### config.mk
export PLATFORM = sky130hd
export DESIGN_NAME = etfp_ctrl
export DESIGN_NICKNAME = d
export VERILOG_FILES = /design/src/etfp_pkg.sv /design/src/etfp_ctrl.sv
export VERILOG_INCLUDE_DIRS = /design/src /design/src/src
export SDC_FILE = /design/constraint.sdc
export NUM_CORES = 1
export LEC_CHECK = 0
export BUFFER_PORTS_ARGS = -buffer_cell sky130_fd_sc_hd__buf_2
export CAP_MARGIN = 20
export CELL_PAD_IN_SITES_DETAIL_PLACEMENT = 1
export CELL_PAD_IN_SITES_GLOBAL_PLACEMENT = 1
export CORE_AREA = 4 4 41 43
export DETAILED_ROUTE_END_ITERATION = 8
export DIE_AREA = 0 0 45 47
export GPL_ROUTABILITY_DRIVEN = 0
export PLACE_DENSITY_LB_ADDON = 0.2
export SLEW_MARGIN = 20
export SYNTH_ARGS = -nofsm -noshare
export SYNTH_HDL_FRONTEND = slang
export SYNTH_SLANG_ARGS = --single-unit
### constraint.sdc
create_clock -name clk_i -period 1.54 [get_ports clk_i]
set_clock_uncertainty 0.05 [all_clocks]
set_input_delay 0 -clock clk_i [delete_from_list [all_inputs] [get_ports clk_i]]
set_output_delay 0 -clock clk_i [all_outputs]
set_load 0.02 [all_outputs]
### src/escape_time_fractal_pixel_core_macros.svh
// Assertion helpers shared by the fractal core modules.
// Each use expects clk_i and rst_ni in the enclosing module.
`ifndef ESCAPE_TIME_FRACTAL_PIXEL_CORE_MACROS_SVH
`define ESCAPE_TIME_FRACTAL_PIXEL_CORE_MACROS_SVH

// Consequent must hold in the same cycle as the antecedent.
`define ETFP_ASSERT_NOW(lbl, ante, cons, msg) \
  lbl: assert property (@(posedge clk_i) disable iff (!rst_ni) (ante) |-> (cons)) \
    else $error(msg);

// Consequent must hold in the cycle after the antecedent.
`define ETFP_ASSERT_NEXT(lbl, ante, cons, msg) \
  lbl: assert property (@(posedge clk_i) disable iff (!rst_ni) (ante) |=> (cons)) \
    else $error(msg);

`endif

### src/etfp_pkg.sv
package etfp_pkg;

  // Fixed point format and escape radius
  localparam int unsigned FRAC_BITS = 28;
  localparam logic [63:0] ESCAPE_SQ = 64'h0400_0000_0000_0000; // 4.0 in Q8.56

  // Image and palette geometry
  localparam int unsigned IMAGE_SIDE  = 4096;
  localparam int unsigned COLOR_COUNT = 256;

  localparam int unsigned COORD_W = 12;
  localparam int unsigned COLOR_W = 8;
  localparam int unsigned LIMIT_W = 16;
  localparam int unsigned CFG_IDX_W = 3;
  localparam int unsigned CFG_DATA_W = 32;

  // Configuration register indexes
  localparam logic [CFG_IDX_W-1:0] CFG_FRACTAL_MODE    = 3'd0;
  localparam logic [CFG_IDX_W-1:0] CFG_ORIGIN_RE       = 3'd1;
  localparam logic [CFG_IDX_W-1:0] CFG_ORIGIN_IM       = 3'd2;
  localparam logic [CFG_IDX_W-1:0] CFG_PIXEL_PITCH     = 3'd3;
  localparam logic [CFG_IDX_W-1:0] CFG_ITERATION_LIMIT = 3'd4;
  localparam logic [CFG_IDX_W-1:0] CFG_JULIA_RE        = 3'd5;
  localparam logic [CFG_IDX_W-1:0] CFG_JULIA_IM        = 3'd6;

  // Fractal selection
  localparam logic MODE_MANDELBROT = 1'b0;
  localparam logic MODE_JULIA      = 1'b1;

  typedef struct packed {
    logic               fractal_mode;
    logic signed [31:0] origin_re;
    logic signed [31:0] origin_im;
    logic [30:0]        pixel_pitch;
    logic [15:0]        iteration_limit;
    logic signed [31:0] julia_re;
    logic signed [31:0] julia_im;
  } cfg_t;

  typedef struct packed {
    logic coord_mul;  // multiply pixel indexes by the pitch
    logic start;      // form the point, load z and c, clear count
    logic sq_mul;     // form the three products of z
    logic advance;    // z <= z*z + c, count up
    logic load_out;   // move count into the output register
  } dp_cmd_t;

  typedef struct packed {
    logic stop;       // escaped or out of iterations
  } dp_status_t;

  typedef enum logic [2:0] {
    ST_IDLE,
    ST_FORM,
    ST_MUL,
    ST_CHECK,
    ST_DONE
  } state_e;

endpackage

### src/etfp_ctrl.sv
`include "escape_time_fractal_pixel_core_macros.svh"

module etfp_ctrl (
  input  logic                clk_i,
  input  logic                rst_ni,
  input  logic                s_valid_i,
  output logic                s_ready_o,
  output logic                m_valid_o,
  input  logic                m_ready_i,
  input  etfp_pkg::dp_status_t status_i,
  output etfp_pkg::dp_cmd_t   cmd_o
);
  import etfp_pkg::*;

  state_e state_q, state_d;
  logic   m_valid_q, m_valid_d;

  assign s_ready_o = (state_q == ST_IDLE);
  assign m_valid_o = m_valid_q;

  always_ff @(posedge clk_i or negedge rst_ni) begin
    if (!rst_ni) begin
      state_q   <= ST_IDLE;
      m_valid_q <= 1'b0;
    end else begin
      state_q   <= state_d;
      m_valid_q <= m_valid_d;
    end
  end

  always_comb begin
    state_d   = state_q;
    m_valid_d = m_valid_q && !m_ready_i;
    cmd_o     = '0;
    case (state_q)
      ST_IDLE: begin
        if (s_valid_i) begin
          cmd_o.coord_mul = 1'b1;
          state_d         = ST_FORM;
        end
      end
      ST_FORM: begin
        cmd_o.start = 1'b1;
        state_d     = ST_MUL;
      end
      ST_MUL: begin
        cmd_o.sq_mul = 1'b1;
        state_d      = ST_CHECK;
      end
      ST_CHECK: begin
        if (status_i.stop) begin
          state_d = ST_DONE;
        end else begin
          cmd_o.advance = 1'b1;
          state_d       = ST_MUL;
        end
      end
      ST_DONE: begin
        // hold until the output register is free
        if (!m_valid_q || m_ready_i) begin
          cmd_o.load_out = 1'b1;
          m_valid_d      = 1'b1;
          state_d        = ST_IDLE;
        end
      end
      default: begin
        state_d = ST_IDLE;
      end
    endcase
  end

  `ETFP_ASSERT_NEXT(a_accept_to_form, s_valid_i && s_ready_o, state_q == ST_FORM, "request accepted but point not formed next")
  `ETFP_ASSERT_NEXT(a_mul_to_check, state_q == ST_MUL, state_q == ST_CHECK, "multiply step not followed by escape test")
  `ETFP_ASSERT_NEXT(a_done_delivers, (state_q == ST_DONE) && (!m_valid_q || m_ready_i), m_valid_q && (state_q == ST_IDLE), "finished result not presented")

endmodule

==> out/metrics.cfg <==
[cells_and_area]
fin_cells=52
final_area_um2=324
n_fill_cell=169
diodes=0
drive_gt1_share_pct=40.5
layout.nets=44
area_growth_pct=66.0

[min_path]
holdPathStages=3
hold_class=in -> reg

[drt]
finalWirelength_um=586
via_per_inst=4.19
initialDrtViolationCount=0
first_pass_iters=1
ant_nets=0
vias=218
drc_errors=0
wl_per_cell_um=11.3

[synthesis]
yosysWarnings=0
synthMuxAreaShare_pct=0
synth_ff_type=dfrtp_1
syn_area_um2=195
synthXorXnorAreaFrac_pct=0
postSynthAreaPerCell_um2=9.76
yosys.area_share.simple_pct=35.3
yosys.area_share.adder_pct=0
synth_top_cell_by_area=dfrtp_1
ys_ff_latch=4
synth_top_family_by_area=simple AND/OR/NAND/NOR gates
syn_inst=20
syn_nets=25
synth_compound_area_share_pct=11.5
async_reset_ff_share_pct=100
yosysTopAreaCellShare_pct=51.3
synth-edff-count=0
ys_top_cells_by_count=dfrtp_1 (4), nor3_1 (3), nand2_1 (2), nor3b_1 (2)
ys_top_cells_by_area=dfrtp_1 (51%), nor3_1 (7.7%), nor3b_1 (7.7%)
seq_area_frac_synth_pct=51.3
yosysMostFrequentCell=dfrtp_1
synth_cell_types=13

[floorplan]
initial_core_util_pct=15.0
io_pins=12
rows=13
fp.dieW_um=45
core_region_area_um2=1300
fp.dieH_um=47
die_area_um2=2120

[placement]
placed_area_um2=269
dp_hpwl_um=413
port_buffers=11
placedCellCount=46
pre_cts_ws_ps=318

[grt]
gr-total-overflow=0
grt_max_degree=9
grt.total_usage_pct=7.36
grt_pass1_vias=238
grt_antenna_before_repair=0
grt_first_pass_wirelength_um=1040

[critical_path]
critPathKind=reg -> out
cp.depth=3
crit_path_cell_trace=or3b_4, nor2b_1, buf_2
end_kind=output port
critPathRequiredTime_ps=1490
crit_arrival_ps=1410
crit_family=simple AND/OR/NAND/NOR gates
worst_path_largest_cell_delay_ps=480
startpoint_type=register
r2r_cells=2
slowest_stage=dfrtp_1
crit_buf_inv=1
worst-path-max-fanout=8

[cts]
h-tree-depth=1
clkLatencyLatePin_ps=230
cts-root-buf=clkbuf_4
cts_setup_buffers=0
numCtsBuffers=3
clkSinkCount=4
cts_tree=done
clk_pin_slew_ps=30
clockBufferDepth=2

[timing]
relSlewSlack_pct=82.6
fin_tns_setup_ps=0
setup_ws_ps=80.4
layout_min_cycle_time_ps=1460
grt_setup_unrepaired=false
min_period_over_period_pct=94.8
drv_slew=0
finalHoldViolations=0
finalSetupViolations=0
worstMarginPinSlew_ps=261
max_freq_mhz=685

[run]
drv_cap=0

[outcome]
outcome=finished clean

[pwr]
total_power_w=0.000608
ir_drop_mv=0.602
p_leak_nw=0.166
powerDensity_nw_per_um2=1880

-- path summary, 6_finish.rpt --
path                                         from                     end  slack [ps]
setup / recovery           state_q[2]$_DFFE_PN0P_                cmd_o[0]          80
hold / removal                          m_ready_i     m_valid_o$_DFF_PN0_          40
setup reg to reg           state_q[2]$_DFFE_PN0P_  state_q[2]$_DFFE_PN0P_         340
hold reg to reg               m_valid_o$_DFF_PN0_     m_valid_o$_DFF_PN0_         490
max in group asynchronous                  rst_ni  state_q[1]$_DFFE_PN0P_        1270
min in group asynchronous                  rst_ni  state_q[2]$_DFFE_PN0P_          60
-- layout make-up --
class                   count  area [µm²]  area share [%]
flip-flops and latches      4         100            30.9
multi-input cells          15        93.8            29.0
repair buffers             14        85.1            26.3
clock buffers               3        22.5            6.95
well taps                  15        18.8            5.79
inverters                   1        3.75            1.16
-- state kept, by name, indices dropped and copies added, names as in the netlist --
register / count
state_q: 3
m_valid_o: 1
-- placed cells by master (no fill, tap or decap) --
master	n
and2_1	1
nand2b_1	1
nand2_1	2
o21bai_1	1
o32ai_1	1
nor2_1	1
dlygate4sd3_1	3
clkbuf_4	3
nor3b_1	2
nor2b_1	1
or3b_4	1
nor3_1	3
dfrtp_1	4
buf_2	11
a31oi_1	1
inv_1	1
-- report_power, final --
group,leakage [nW],internal [W],switching (W)
Clock,0.0138,0.0000868,0.0000374
Sequential,0.0505,0.000145,0.0000765
Combinational,0.102,0.000110,0.000152
Total,0.166,0.000342,0.000266
-- repair_timing --
| item | 4_1_cts | 5_1_grt |
|---|---|---|
| resized for setup | 0 | 1 |
| hold endpoints to repair | 6 | 0 |
| setup endpoints to repair | 0 | 1 |
| hold buffers | 3 | 0 |
-- per-layer routing --
layer / vias up / wire [µm] / track usage, %
met5: - / 0 / 0
met2: 10 / 292 / 10.2
met4: 0 / 0 / 7.02
met1: 100 / 257 / 7.99
li1: 108 / - / -
met3: 0 / 37 / 3.83
-- stage by stage --
stage	utilization [%]	hold slack (ps)
after floorplan	-	-346
after global placement	20.7	-246
after detailed placement	20.7	-245
after CTS	24.7	52.9
after global routing	24.9	58.6
final	24.9	41.5
-- cells by family after synthesis --
kind of cell    count (synthesis)
compound gates                  3
buf+inv                         1
flops                           4
simple gates                   12
-- tightest hold or removal path, cell delays in order --
cell	delay (ps)
buf_2	70
nand2b_1	140
nand2_1	70
(Power assumes the default switching activity.)
